### src/hw/rtl/sobel_edge_magnitude_macros.svh
// Assertion macros for the Sobel edge magnitude top level.
`ifndef SOBEL_EDGE_MAGNITUDE_MACROS_SVH
`define SOBEL_EDGE_MAGNITUDE_MACROS_SVH

// Same-cycle implication, sampled on clk, off while rst is high.
`define SEM_ASSERT(name, ante, cons, msg) \
  name: assert property (@(posedge clk) disable iff (rst) (ante) |-> (cons)) \
    else $error(msg);

// Next-cycle implication, sampled on clk, off while rst is high.
`define SEM_ASSERT_NEXT(name, ante, cons, msg) \
  name: assert property (@(posedge clk) disable iff (rst) (ante) |=> (cons)) \
    else $error(msg);

`endif

### src/hw/rtl/sem_pkg.sv
// Types and constants shared by the Sobel edge magnitude modules.
`timescale 1ns / 1ps

package sem_pkg;

  // Item command codes
  localparam logic CMD_PIXEL = 1'b0;
  localparam logic CMD_DRAIN = 1'b1;

  // Register indexes (paddr bit 2)
  localparam logic REG_FRAME_WIDTH  = 1'b0;
  localparam logic REG_FRAME_HEIGHT = 1'b1;

  // Register field width and reset values
  localparam int          CFG_W        = 12;
  localparam logic [11:0] RESET_WIDTH  = 12'd640;
  localparam logic [11:0] RESET_HEIGHT = 12'd480;

  // Window queue between front and back
  localparam int QUEUE_DEPTH = 4;
  localparam int QAW         = $clog2(QUEUE_DEPTH);
  localparam int QCW         = $clog2(QUEUE_DEPTH + 1);

  typedef struct packed {
    logic       cmd;
    logic [7:0] pixel;
  } pix_item_t;

  typedef struct packed {
    logic [7:0] edge_res;
    logic       row_end;
    logic       frame_end;
  } res_item_t;

  // Border-clamped 3x3 neighborhood, px[row*3 + col]
  typedef struct packed {
    logic [8:0][7:0] px;
    logic            row_end;
    logic            frame_end;
  } win_t;

endpackage

### src/hw/rtl/sem_queue.sv
// Small FIFO of clamped windows between the front and the back.
`timescale 1ns / 1ps

module sem_queue import sem_pkg::*; (
  input  logic           clk,
  input  logic           rst,
  input  logic           push,
  input  win_t           push_item,
  input  logic           pop,
  output win_t           head,
  output logic [QCW-1:0] count,
  output logic           empty
);

  win_t           ent [QUEUE_DEPTH];
  logic [QAW-1:0] wr_ptr;
  logic [QAW-1:0] rd_ptr;

  // Storage
  always_ff @(posedge clk) begin
    if (push) begin
      ent[wr_ptr] <= push_item;
    end
  end

  // Pointers and fill level
  always_ff @(posedge clk) begin
    if (rst) begin
      wr_ptr <= '0;
      rd_ptr <= '0;
      count  <= '0;
    end else begin
      if (push) begin
        wr_ptr <= wr_ptr + 1'b1;
      end
      if (pop) begin
        rd_ptr <= rd_ptr + 1'b1;
      end
      if (push && !pop) begin
        count <= count + 1'b1;
      end else if (pop && !push) begin
        count <= count - 1'b1;
      end
    end
  end

  assign head  = ent[rd_ptr];
  assign empty = (count == '0);

endmodule

### config.mk
export PLATFORM = sky130hd
export DESIGN_NAME = sem_queue
export DESIGN_NICKNAME = d
export VERILOG_FILES = /design/src/hw/rtl/sobel_edge_magnitude_macros.svh /design/src/hw/rtl/sem_pkg.sv /design/src/hw/rtl/sem_queue.sv
export SDC_FILE = /design/constraint.sdc
export NUM_CORES = 1
export LEC_CHECK = 0
export BUFFER_PORTS_ARGS = -buffer_cell sky130_fd_sc_hd__clkbuf_2
export CORE_MARGIN = 4
export CORE_UTILIZATION = 48
export DETAILED_ROUTE_END_ITERATION = 10
export GPL_TIMING_DRIVEN = 0
export PLACE_DENSITY = 0.74
export SYNTH_ARGS = -nofsm -noshare
export SYNTH_HDL_FRONTEND = slang
export SYNTH_SLANG_ARGS = --single-unit
### constraint.sdc
create_clock -name clk -period 5.4 [get_ports clk]
set_input_delay 0.54 -clock clk [delete_from_list [all_inputs] [get_ports clk]]
set_output_delay 0.54 -clock clk [all_outputs]
set_load 0.05 [all_outputs]
; After elaboration in Yosys (flattened, before gate mapping)
; Memory sizes are Yosys's and may differ from the RTL's. A register that Yosys moved wholly into a read port is not among the register bits.
; Cells that the tools add are included.
[totals]
reg_bits = 7
latch_bits = 0
ramBits = 296
mem_bits_ro = 0
in_bits = 78
memories = 1
[op_classes]
add_sub_neg = 4
mul = 0
n_div = 0
n_lt_le_gt_ge = 0
n_eq_ne = 0
n_shift = 0
muxes = 6
bitwise_logic = 0
reduce_logical = 6
[memory_table]
columns = memory, depth, word_bits, read_ports, rd_clocked_by_memory_dff, write_ports, line_no
row1 = ent, 4, 74, 1, 1, 1, sem_queue.sv:15  ; win_t ent [QUEUE_DEPTH];
[ops]
columns = cell, n
row1 = $mux 3, 2
row2 = $add 2x1->2 const B, 2
row3 = $mux 2, 2
row4 = $add 3x1->3 const B, 1
row5 = $logic_not 3->1, 1
row6 = $sub 3x1->3 const B, 1
row7 = $logic_and 1x1->1, 2
row8 = $logic_not 1->1, 2
row9 = $mux 1, 2
row10 = $reduce_bool 2->1, 1

; Logic depth before layout (Yosys ltp)
[depth]
word_depth = 4
ltp_mapped = 7
mapped_depth_nobuf = 7

; Worst setup path after synthesis
; Ideal clock, no wire load.
[synth_path]
path_kind = reg2reg
startpoint = register wr_ptr[0]
endpoint = memory ent[0][0] in the netlist's numbering, enable pin
setup_ps = 440
t_arrival_ps = 2272
required_ps = 4960
path_slack_ps = 2688
path_stages_with_launch = 4
path_buffers = 0
synth_period_minus_slack_ps = 2712
path_cell_list = dfxtp_1 inv_1 ha_1 and2_1
[synth_rtl]
columns = element, line_no
row1 = start: declaration, sem_queue.sv:16  ; logic [QAW-1:0] wr_ptr;
row2 = start signal: assignment, sem_queue.sv:34  ; wr_ptr <= wr_ptr + 1'b1;
row3 = end: declaration, sem_queue.sv:15
; Straight into the memory's write port.

==> impl_results.md <==
- Crit path DAT: 2150 ps
- Clock Sinks: 305
- Final Max Slew Viols: 0
- Final worst path period need: 2690 ps
- Number of setup buffers added after CTS: 0
- Ys async rst share: 0%
- Synth-to-Final Area Change: 19.8%
- Mux cell area share after synthesis: 15.2%
- Compound-cell area share of the yosys netlist: 0.0902%
- Port bufs: 154
- Metal2 WL: 9670 um
- Top sig layer: met4
- Total vias in the final route: 4,938
- Met3 Wirelength: 1430 um
- Critical path type: reg -> out
- Residual DRC: 0
- RSZ-0062 raised after global routing: no
- Vias in the first global route: 5,395
- Final hold vios: 0
- Leakage: 4.57 nW
- Clk Latency, worst-skew pair: 540 ps
- Outcome: completed
- Hold Path Class: in -> reg
- CTS buffer count: 31
- Wire per inst: 21.1 um
- DRT met1 WL: 8020 um
- Fin Setup TNS: 0 ps
- Adder-cell share of the synthesized area: 0.744%
- Most common library cells after synthesis: 296 x edfxtp_1, 74 x mux4_2, 9 x dfxtp_1
- Area share of the largest cell type after synthesis: 80.1%
- Synth area leaders: edfxtp_1 80%, mux4_2 15%, dfxtp_1 1.6%
- Top-count cell post-synth: edfxtp_1
- Number of synthesized flops with an enable pin: 296
- # setup viols final: 0
- Clk_skew: 6.89 ps
- Syn nets: 513
- Max Cap Violations: 0
- Final worst setup slack: 2710 ps
- Worst setup EP type: output pin
- Vias per inst: 5.32
- Slew HR: 57.5%
- Pwr Density: 415 nW/um2
- Cell taking the most area after synthesis: edfxtp_1
- Worst Max-Slew Pin Slew: 637 ps
- Nets: 704
- CTS tree: done
- DIE AREA: 25,600 um2
- Multi-input gate area: 1900 um2
- XOR/XNOR Fraction of Synth Area: 0.394%
- Distinct cells, synth: 20
- CP Launch Type: flop
- Cts repair resizes: 0
- Simple-gate area share of the yosys netlist: 0.597%
- Diodes inserted: 0
- Largest net degree at the start of global routing: 41
- H-tree Lvls: 1
- Average instance area after synthesis: 25.9 um2
- Reg area: 9070 um2
- Seq/Total Area, Yosys: 81.7%
- Syn Inst Count: 429
- CP required: 4860 ps
- DR pass1 iterations: 4
- Starting Density: 48.9%
- Main combinational cell family by area after synthesis: multiplexers
- Height of the die: 160 um
- Rows: 55
- WL final: 19,600 um
- Max clock buf depth: 3
- F_max: 372 MHz
- Reg clk slew, reported paths: 60 ps
- Fin crit share: 49.8%
- Main synth FF type: edfxtp_1
- Worst-path fanout max: 10
- Core ar.: 22,700 um2
- Worst Hold Depth: 1
- GRT overflow: 0
- Total track usage: 15.4%
- Hold_buf cts: 0
- Reg2reg path depth: 3
- Pre-CTS WS: 3240 ps
- First-pass GRT wire length: 31,000 um
- Chip width: 160 um
- IO Count: 156
- Syn Std Cell Area: 11,100 um2
- Flip-flop and latch count after synthesis: 305
- VDD IR-drop max: 0.293 mV
- Clock Root Buffer: clkbuf_16
- Ys Warns: 0
- Post-route ant nets: 0
- Routability congestion estimate: 0.734
- Number of DRC markers in iteration 0: 260
- Fraction of layout cells with a size suffix above 1: 46.1%
- Fillcell total: 1,612
- DP HPWL: 11,800 um
- Initial antenna violation count: 0
-- cell type report --
| cell class | count | area share (%) |
|---|---|---|
| plain buffers | 17 | 0.969 |
| clock buffers | 37 | 6.00 |
| well taps | 285 | 2.68 |
| flip-flops and latches | 305 | 68.2 |
| repair buffers | 158 | 6.62 |
| clock inverters | 20 | 1.16 |
| multi-input cells | 103 | 14.3 |
| inverters | 4 | 0.113 |
-- registers in the layout, summed over array words and instances, names as in the netlist, named ones only --
register,cells
count,3
rd_ptr,2
ent,296
wr_ptr,2
-- where the power goes --
| part | internal, mW | switching, mW | total [mW] |
|---|---|---|---|
| clock network | 1.15 | 0.836 | 1.98 |
| logic | 0.239 | 0.556 | 0.795 |
| registers | 2.72 | 0.0277 | 2.75 |
| total | 4.10 | 1.42 | 5.52 |
-- critical path: stages, from the launching register on --
cell and delay, ps:
dfxtp_1 320, buf_2 300, buf_2 350, mux4_2 370
clkbuf_2 260
-- path summary, 6_finish.rpt --
check | startpoint | endpoint | slack [ps]
setup / recovery | flop | head[50] | 2710
hold / removal | push_item[65] | ent[1][65]$_DFFE_PP_ | 210
setup reg to reg | wr_ptr[0]$_SDFFE_PP0P_ | ent[1][48]$_DFFE_PP_ | 3570
hold reg to reg | rd_ptr[1]$_SDFFE_PP0P_ | flop | 530
-- stage by stage --
stage | instance area (um2) | hold WS (ps) | cells | power, mW | utilization [%]
global route | 13300 | 188 | 929 | 5.73 | 58.6
finish | 13300 | 214 | 929 | 5.52 | 58.6
CTS | 13300 | 182 | 929 | 5.59 | 58.6
global placement | 12200 | 489 | 868 | 3.58 | 53.9
floorplan | 11100 | 485 | 429 | 3.39 | -
detailed placement | 12300 | 511 | 872 | 3.60 | 54.4
-- cell usage in the layout, fill, tap and decap left out, types with 2 or more instances in the layout --
cell type / instances
buf_6: 7
and2_4: 4
clkbuf_16: 31
clkinv_2: 10
edfxtp_1: 296
clkbuf_2: 154
xnor2_1: 2
nor2_1: 7
ha_1: 5
bufinv_16: 2
mux4_2: 74
clkbuf_1: 8
buf_16: 4
inv_1: 4
xor2_1: 3
dfxtp_1: 9
clkinv_1: 5
inv_6: 2
mux2i_1: 2
buf_2: 7
-- logic make-up after synthesis --
logic type	Yosys count
flops	305
mux	76
buf+inv	21
simple gates	14
fa+ha+maj	6
xor+xnor	5
compound gates	2
-- routing by layer --
layer | vias up | track usage [%]
li1 | 2219 | -
met1 | 2536 | 20.9
met2 | 150 | 25.4
met3 | 33 | 4.03
met4 | 0 | 3.60
met5 | - | 0
Note: power is estimated with default switching activity, not from simulation.
