$ cat config.mk
export PLATFORM = sky130hd
export DESIGN_NAME = sem_back
export DESIGN_NICKNAME = d
export VERILOG_FILES = /design/src/hw/rtl/sobel_edge_magnitude_macros.svh /design/src/hw/rtl/sem_pkg.sv /design/src/hw/rtl/sem_back.sv
export SDC_FILE = /design/constraint.sdc
export NUM_CORES = 1
export LEC_CHECK = 0
export BUFFER_PORTS_ARGS = -buffer_cell sky130_fd_sc_hd__buf_2
export CAP_MARGIN = 10
export CORE_MARGIN = 3
export CORE_UTILIZATION = 28
export CTS_CLUSTER_SIZE = 16
export DETAILED_ROUTE_END_ITERATION = 6
export SLEW_MARGIN = 10
export SYNTH_ARGS = -nofsm -noshare
export SYNTH_HDL_FRONTEND = slang
export SYNTH_SLANG_ARGS = --single-unit
$ cat constraint.sdc
create_clock -name clk -period 9.5 [get_ports clk]
set_clock_uncertainty 0.2 [all_clocks]
set_input_delay 1.9 -clock clk [delete_from_list [all_inputs] [get_ports clk]]
set_output_delay 1.9 -clock clk [all_outputs]
set_load 0.01 [all_outputs]
$ cat src/hw/rtl/sobel_edge_magnitude_macros.svh
// Assertion macros for the Sobel edge magnitude top level.
`ifndef SOBEL_EDGE_MAGNITUDE_MACROS_SVH
`define SOBEL_EDGE_MAGNITUDE_MACROS_SVH

// Same-cycle implication, sampled on clk, off while rst is high.
`define SEM_ASSERT(name, ante, cons, msg) \
  name: assert property (@(posedge clk) disable iff (rst) (ante) |-> (cons)) \
    else $error(msg);

// Next-cycle implication, sampled on clk, off while rst is high.
`define SEM_ASSERT_NEXT(name, ante, cons, msg) \
  name: assert property (@(posedge clk) disable iff (rst) (ante) |=> (cons)) \
    else $error(msg);

`endif

$ cat src/hw/rtl/sem_pkg.sv
// Types and constants shared by the Sobel edge magnitude modules.
`timescale 1ns / 1ps

package sem_pkg;

  // Item command codes
  localparam logic CMD_PIXEL = 1'b0;
  localparam logic CMD_DRAIN = 1'b1;

  // Register indexes (paddr bit 2)
  localparam logic REG_FRAME_WIDTH  = 1'b0;
  localparam logic REG_FRAME_HEIGHT = 1'b1;

  // Register field width and reset values
  localparam int          CFG_W        = 12;
  localparam logic [11:0] RESET_WIDTH  = 12'd640;
  localparam logic [11:0] RESET_HEIGHT = 12'd480;

  // Window queue between front and back
  localparam int QUEUE_DEPTH = 4;
  localparam int QAW         = $clog2(QUEUE_DEPTH);
  localparam int QCW         = $clog2(QUEUE_DEPTH + 1);

  typedef struct packed {
    logic       cmd;
    logic [7:0] pixel;
  } pix_item_t;

  typedef struct packed {
    logic [7:0] edge_res;
    logic       row_end;
    logic       frame_end;
  } res_item_t;

  // Border-clamped 3x3 neighborhood, px[row*3 + col]
  typedef struct packed {
    logic [8:0][7:0] px;
    logic            row_end;
    logic            frame_end;
  } win_t;

endpackage

$ cat src/hw/rtl/sem_back.sv
// Back end: Sobel sums, squares and saturating integer square root.
`timescale 1ns / 1ps

module sem_back import sem_pkg::*; (
  input  logic      clk,
  input  logic      rst,
  input  win_t      head,
  input  logic      q_empty,
  output logic      q_pop,
  output logic      res_valid,
  input  logic      res_stall,
  output res_item_t res_item
);

  typedef struct packed {
    logic [7:0] root;
    logic [8:0] rem;
  } sq_t;

  // Four digits of the restoring square root, two radicand bits each
  function automatic sq_t sqrt4(input sq_t acc, input logic [7:0] bits_in);
    logic [10:0] r;
    logic [10:0] t;
    logic [7:0]  q;
    sq_t         o;
    r = {2'b00, acc.rem};
    q = acc.root;
    for (int i = 3; i >= 0; i--) begin
      r = {r[8:0], bits_in[2 * i + 1 -: 2]};
      t = {1'b0, q, 2'b01};
      if (r >= t) begin
        r = r - t;
        q = {q[6:0], 1'b1};
      end else begin
        q = {q[6:0], 1'b0};
      end
    end
    o.root = q;
    o.rem  = r[8:0];
    return o;
  endfunction

  logic v1, v2, v3, v4, v5;
  logic en;

  logic [1:0]         fl1, fl2, fl3, fl4, fl5;
  logic signed [10:0] gx1, gy1;
  logic [19:0]        sqx2, sqy2;
  logic [15:0]        rad3;
  logic               sat3, sat4;
  sq_t                acc4;
  logic [7:0]         lo4;
  logic [7:0]         edge5;

  logic [9:0]         pos_x, neg_x, pos_y, neg_y;
  logic signed [21:0] prod_x, prod_y;
  logic [20:0]        sum2;
  sq_t                root5;

  // Whole pipe moves unless a result waits at the output
  assign en    = !(v5 && res_stall);
  assign q_pop = en && !q_empty;

  always_ff @(posedge clk) begin
    if (rst) begin
      v1 <= 1'b0;
      v2 <= 1'b0;
      v3 <= 1'b0;
      v4 <= 1'b0;
      v5 <= 1'b0;
    end else if (en) begin
      v1 <= q_pop;
      v2 <= v1;
      v3 <= v2;
      v4 <= v3;
      v5 <= v4;
    end
  end

  // Kernel sums
  always_comb begin
    pos_x = {2'b00, head.px[2]} + {1'b0, head.px[5], 1'b0} + {2'b00, head.px[8]};
    neg_x = {2'b00, head.px[0]} + {1'b0, head.px[3], 1'b0} + {2'b00, head.px[6]};
    pos_y = {2'b00, head.px[6]} + {1'b0, head.px[7], 1'b0} + {2'b00, head.px[8]};
    neg_y = {2'b00, head.px[0]} + {1'b0, head.px[1], 1'b0} + {2'b00, head.px[2]};
  end

  assign prod_x = 22'(gx1) * 22'(gx1);
  assign prod_y = 22'(gy1) * 22'(gy1);
  assign sum2   = {1'b0, sqx2} + {1'b0, sqy2};
  assign root5  = sqrt4(acc4, lo4);

  always_ff @(posedge clk) begin
    if (en) begin
      // gradients
      gx1  <= $signed({1'b0, pos_x}) - $signed({1'b0, neg_x});
      gy1  <= $signed({1'b0, pos_y}) - $signed({1'b0, neg_y});
      fl1  <= {head.row_end, head.frame_end};
      // squares
      sqx2 <= prod_x[19:0];
      sqy2 <= prod_y[19:0];
      fl2  <= fl1;
      // sum, saturate above 16 bits
      rad3 <= sum2[15:0];
      sat3 <= |sum2[20:16];
      fl3  <= fl2;
      // upper root digits
      acc4 <= sqrt4('0, rad3[15:8]);
      lo4  <= rad3[7:0];
      sat4 <= sat3;
      fl4  <= fl3;
      // lower root digits
      edge5 <= sat4 ? 8'hFF : root5.root;
      fl5   <= fl4;
    end
  end

  assign res_valid          = v5;
  assign res_item.edge_res  = edge5;
  assign res_item.row_end   = fl5[1];
  assign res_item.frame_end = fl5[0];

endmodule

# ---- Word level (Yosys, flattened, before mapping)
# Cells that the tools add are included.
dict set report word_totals {
  word_cells 75
  regBits 128
}
dict set report op_classes {
  n_addsub 18
  mux 21
  n_reduce_logical 5
  mul 2
  n_lt_le_gt_ge 8
}
# op n
set op_table {}
lappend op_table {{2-to-1 mux 9 bit} 10}
lappend op_table {{greater-or-equal comparator 11 x 10 -> 1 bit} 7}
lappend op_table {{subtractor 9 bit} 6}
lappend op_table {{adder 10 x 8 -> 10 bit} 4}
lappend op_table {{adder 8 x 9 -> 10 bit} 4}
lappend op_table {{multiplier 11 x 11 -> 20 bit} 2}
lappend op_table {{2-to-1 mux 8 bit} 3}
lappend op_table {{subtractor 10 x 10 -> 11 bit} 2}
lappend op_table {{adder 20 x 20 -> 21 bit} 1}
lappend op_table {{2-to-1 mux 1 bit} 8}
lappend op_table {{OR reduction 5 bit} 1}
lappend op_table {{subtractor 2 x 1 -> 3 bit (second input constant)} 1}
lappend op_table {{greater-or-equal comparator 2 x 1 -> 1 bit (second input constant)} 1}
lappend op_table {{logical AND 1 bit} 2}
lappend op_table {{zero test 1 bit} 2}

# ---- Logic depth before layout (Yosys ltp)
dict set report logic_depth {
  word_depth 11
  mapped_depth 34
}

# ---- Worst setup path before layout
# Ideal clock, no wire load.
dict set report synth_timing {
  path_type {flip-flop to flip-flop}
  from {register acc4[3] in the netlist's numbering}
  to {register edge5[0] (data pin)}
  path_slack_ps 2411
  t_required_ps 9021
  path_stages_with_launch 30
  arrival_time_ps 6610
  path_cell_list {edfxtp_1 -> ha_1 -> and4b_1 -> o221ai_1 -> nand3_1 -> clkbuf_1 -> mux2_2 -> ha_1 -> and4_1 -> a311oi_1 -> o2111ai_1 -> clkbuf_1 -> nand2_1 -> xor2_1 -> ha_1 -> and4_1 -> and3_1 -> nor2b_1 -> nor4_1 -> a21oi_1 -> nor2_2 -> mux2_2 -> ha_1 -> nor2b_1 -> o21ai_0 -> nand2b_1 -> a21oi_1 -> nor2b_1 -> a2111oi_0 -> o311ai_1}
}
dict set report synth_via {
  elab_chain_cells 8
  word_cells_on_any_way 14
  classes_between {3 x add/sub; 4 x order compare; 7 x mux}
}
# item line
set synth_lines {}
lappend synth_lines {{start, declared} sem_back.sv:51} ;# sq_t acc4;
lappend synth_lines {{start signal, assigned} sem_back.sv:108} ;# acc4 <= sqrt4('0, rad3[15:8]);
lappend synth_lines {{subtractor 9 bit or greater-or-equal comparator 11 x 10 -> 1 bit (tied branches)} {sem_back.sv:32, sem_back.sv:31}}
lappend synth_lines {{2-to-1 mux 9 bit or 2-to-1 mux 1 bit (tied branches)} sem_back.sv:31} ;# if (r >= t) begin
lappend synth_lines {{subtractor 9 bit or greater-or-equal comparator 11 x 10 -> 1 bit (tied branches)} {sem_back.sv:32, sem_back.sv:31}}
lappend synth_lines {{2-to-1 mux 9 bit or 2-to-1 mux 1 bit (tied branches)} sem_back.sv:31}
lappend synth_lines {{greater-or-equal comparator 11 x 10 -> 1 bit or subtractor 9 bit (tied branches)} {sem_back.sv:31, sem_back.sv:32}}
lappend synth_lines {{2-to-1 mux 9 bit or 2-to-1 mux 1 bit (tied branches)} sem_back.sv:31}
lappend synth_lines {{greater-or-equal comparator 11 x 10 -> 1 bit (*)} sem_back.sv:31}
lappend synth_lines {{2-to-1 mux 1 bit (*)} sem_back.sv:31}
lappend synth_lines {{end signal, assigned} sem_back.sv:113} ;# edge5 <= sat4 ? 8'hFF : root5.root;
lappend synth_lines {{end, declared} sem_back.sv:53} ;# logic [7:0] edge5;
# Mark *: on every way between the ends. The rest lies on a longest branch, timed or not.
# A chain may end at the register's enable or synchronous reset.

# ---- Final worst setup path
dict set report layout_timing {
  from {register acc4[9] in the netlist's numbering}
  to {register edge5[0] (data pin)}
}
dict set report layout_via {
  elab_chain_cells 8
  word_cells_on_any_way 14
  classes_between {3 x add/sub; 4 x order compare; 7 x mux}
}
# item line
set layout_lines {}
lappend layout_lines {{subtractor 9 bit or greater-or-equal comparator 11 x 10 -> 1 bit (tied branches)} {sem_back.sv:32, sem_back.sv:31}}
lappend layout_lines {{2-to-1 mux 9 bit or 2-to-1 mux 1 bit (tied branches)} sem_back.sv:31}
lappend layout_lines {{subtractor 9 bit or greater-or-equal comparator 11 x 10 -> 1 bit (tied branches)} {sem_back.sv:32, sem_back.sv:31}}
lappend layout_lines {{2-to-1 mux 9 bit or 2-to-1 mux 1 bit (tied branches)} sem_back.sv:31}
lappend layout_lines {{subtractor 9 bit or greater-or-equal comparator 11 x 10 -> 1 bit (tied branches)} {sem_back.sv:32, sem_back.sv:31}}
lappend layout_lines {{2-to-1 mux 9 bit or 2-to-1 mux 1 bit (tied branches)} sem_back.sv:31}
lappend layout_lines {{greater-or-equal comparator 11 x 10 -> 1 bit (*)} sem_back.sv:31}
lappend layout_lines {{2-to-1 mux 1 bit (*)} sem_back.sv:31}
# Marks and branches as above.

==> metrics <==
status=completed; Root Driver=clkbuf_16; worst setup path startpoint=acc4[9]$_DFFE_PN_; CTS-repair resized insts=0; CP Launch Type=register; initial antenna violation count=5; most frequent CP cell=ha_1; final period utilization=91.1%; min Tclk post-route=between 8 and 9 ns; die width=248 um; Arrival @ worst endpoint=8.60 ns; footprint of the multi-input gates=11300 um^2; die area=61400 um^2; Mapped Cells=1590; Max-slew headroom=36.7%; post-synth cell types=72; Worst Hold Class=reg2reg; setup violators final=0; #FFs+latches synth=122; most common cell after layout, fill and taps aside=inv_1; share of layout cells above drive strength 1=around 8.4%; CTS sink cnt=around 120; setup bufs post-CTS=0; vias in the first global route=11700; worst path bufs/invs=2; kind of critical path=reg2reg; GRT Overall Usage=10.8%; Core Area=57800 um^2; Area Growth Syn to Fin=11.6%; Worst path max stage delay=0.56 ns; Setup Total Neg Slack=0 ns; First-pass DRT Iterations=5; most frequent cells in the layout=inv_1, fa_1, ha_1; Register Area=3610 um^2; Total Wirelength=31.0 mm; DR DRC count=0; CP max-delay cell=a2111oi_0; CP delay by family, top=simple AND/OR/NAND/NOR gates; H-tree level count=4; CTS max path bufs=2; antenna cell count=0; Ports=90; crit-path max FO=13; post-synth net total=~2100; final count of hold timing violations=0; gpl congestion=0.941; std cell rows=slightly below 90; clk slew on worst S/H paths=0.07 ns; first-pass GRT wire length=54.5 mm; vias=10800; number of synthesized flops with an enable pin=117; Routed WL per cell=roughly 13 um; layout filler cell count=a little under 6000; Synthesis Warnings=0; Req. time, crit path=9.45 ns; CTS Buf Count=17; CTS tree=built; syn_area_per_cell=between 10 and 15 um^2; HPWL Detailed=about 26 mm; initial core utilization=28.3%; grt total ovfl=0; hold depth=0; starting DRC count in detailed routing=around 370; # hold bufs at CTS=0; Max Clk Rate=about 120 MHz; NumNets Final=between 2000 and 2500; Reg-to-Reg Start=acc4[9]$_DFFE_PN_; Worst-Margin Slew=0.949 ns; largest net degree at the start of global routing=between 70 and 80; Die Y-Extent=about 250 um; PortBufs=81; Post-synth top flop=edfxtp_1; mapped cell area=about 16000 um^2; DRT antenna net count=0; max-cap violations=0; vias per inst=4.43; hold_ws=~0.21 ns; share of flip-flops with an asynchronous set or reset=0%; Stages on worst setup path=32; clock latency on the worst-skew pair=0.43 ns; CP Capture Type=register; Reg2Reg Depth=32; register area share after synthesis=22.1%; Hold Path Origin=rad3[3]$_DFFE_PN_; RSZ-0062 raised after global routing=no; max-slew violations=0
flip-flops by register name (all words and copies together) (netlist names), 2 cells and up:
name,count
gy1,11
rad3,16
fl2,2
gx1,11
acc4,13
fl4,2
fl1,2
fl5,2
edge5,8
fl3,2
sqx2,19
sqy2,19
lo4,8
layer usage:
metal | part of all wire, % | track usage, % | routed length [um]
met5 | 0.20 | 0 | 63
met4 | 1.6 | 2.37 | 509
met3 | 4.5 | 2.71 | 1390
met2 | 51 | 19.5 | 15800
met1 | 43 | 13.1 | 13200
synthesized netlist by cell type, types with 14 or more instances:
| library cell | n | area share (%) |
|---|---|---|
| a21o_1 | 17 | 0.78 |
| a21oi_1 | 68 | 2.1 |
| and2_1 | 81 | 3.1 |
| clkbuf_1 | 27 | 0.62 |
| edfxtp_1 | 117 | 21 |
| fa_1 | 253 | 31 |
| ha_1 | 163 | 12 |
| inv_1 | 354 | 8.1 |
| nand2_1 | 69 | 1.6 |
| nand2b_1 | 14 | 0.53 |
| nand3_1 | 22 | 0.67 |
| nor2_1 | 63 | 1.4 |
| nor2b_1 | 24 | 0.92 |
| nor3_1 | 14 | 0.43 |
| o21ai_0 | 35 | 1.1 |
| xnor2_1 | 77 | 4.1 |
| xor2_1 | 25 | 1.3 |
path summary, 6_finish.rpt:
check / to / slack (ns)
hold reg to reg: lo4[3]$_DFFE_PN_ / 0.21
hold / removal: lo4[3]$_DFFE_PN_ / 0.21
setup reg to reg: edge5[0]$_SDFFCE_PP1N_ / 0.85
setup / recovery: edge5[0]$_SDFFCE_PP1N_ / 0.85
metrics by stage:
step                      cell area, um^2  cells  setup slack (ns)  util [%]
after global routing                18300   2439            0.0413      31.6
after detailed placement            17600   2407              1.01      30.5
after CTS                           18300   2439             0.951      31.6
after global placement              17600   2407             0.956      30.5
after floorplan                     16400   1590              2.41         -
final                               18300   2439             0.845      31.6
kinds of logic (layout without fill, tap and decap cells):
group                      after synthesis  in the layout  synth area share, %
AOI/OAI and AO/OA                      208            208                 8.18
xor gates and xnor gates               102            102                 5.46
adders and majority gates              416            416                 43.4
buffers and inverters                  387            471                 8.94
DFF                                    122            122                 22.1
muxes                                   13             13                0.856
and+or+nand+nor                        342            342                 11.1
final cells by class:
cell class                      instances  share of cell area, %
Multi-Input combinational cell       1081                   61.9
Sequential cell                       122                   19.8
Inverter                              355                   7.29
Tap cell                              765                   5.24
Clock buffer                           18                   2.35
Timing Repair Buffer                   84                   2.34
Clock inverter                         14                   1.16
Power is left out: the tool's default activity adds up to more than one toggle a clock period on the data nets, which glitch-free logic cannot reach.
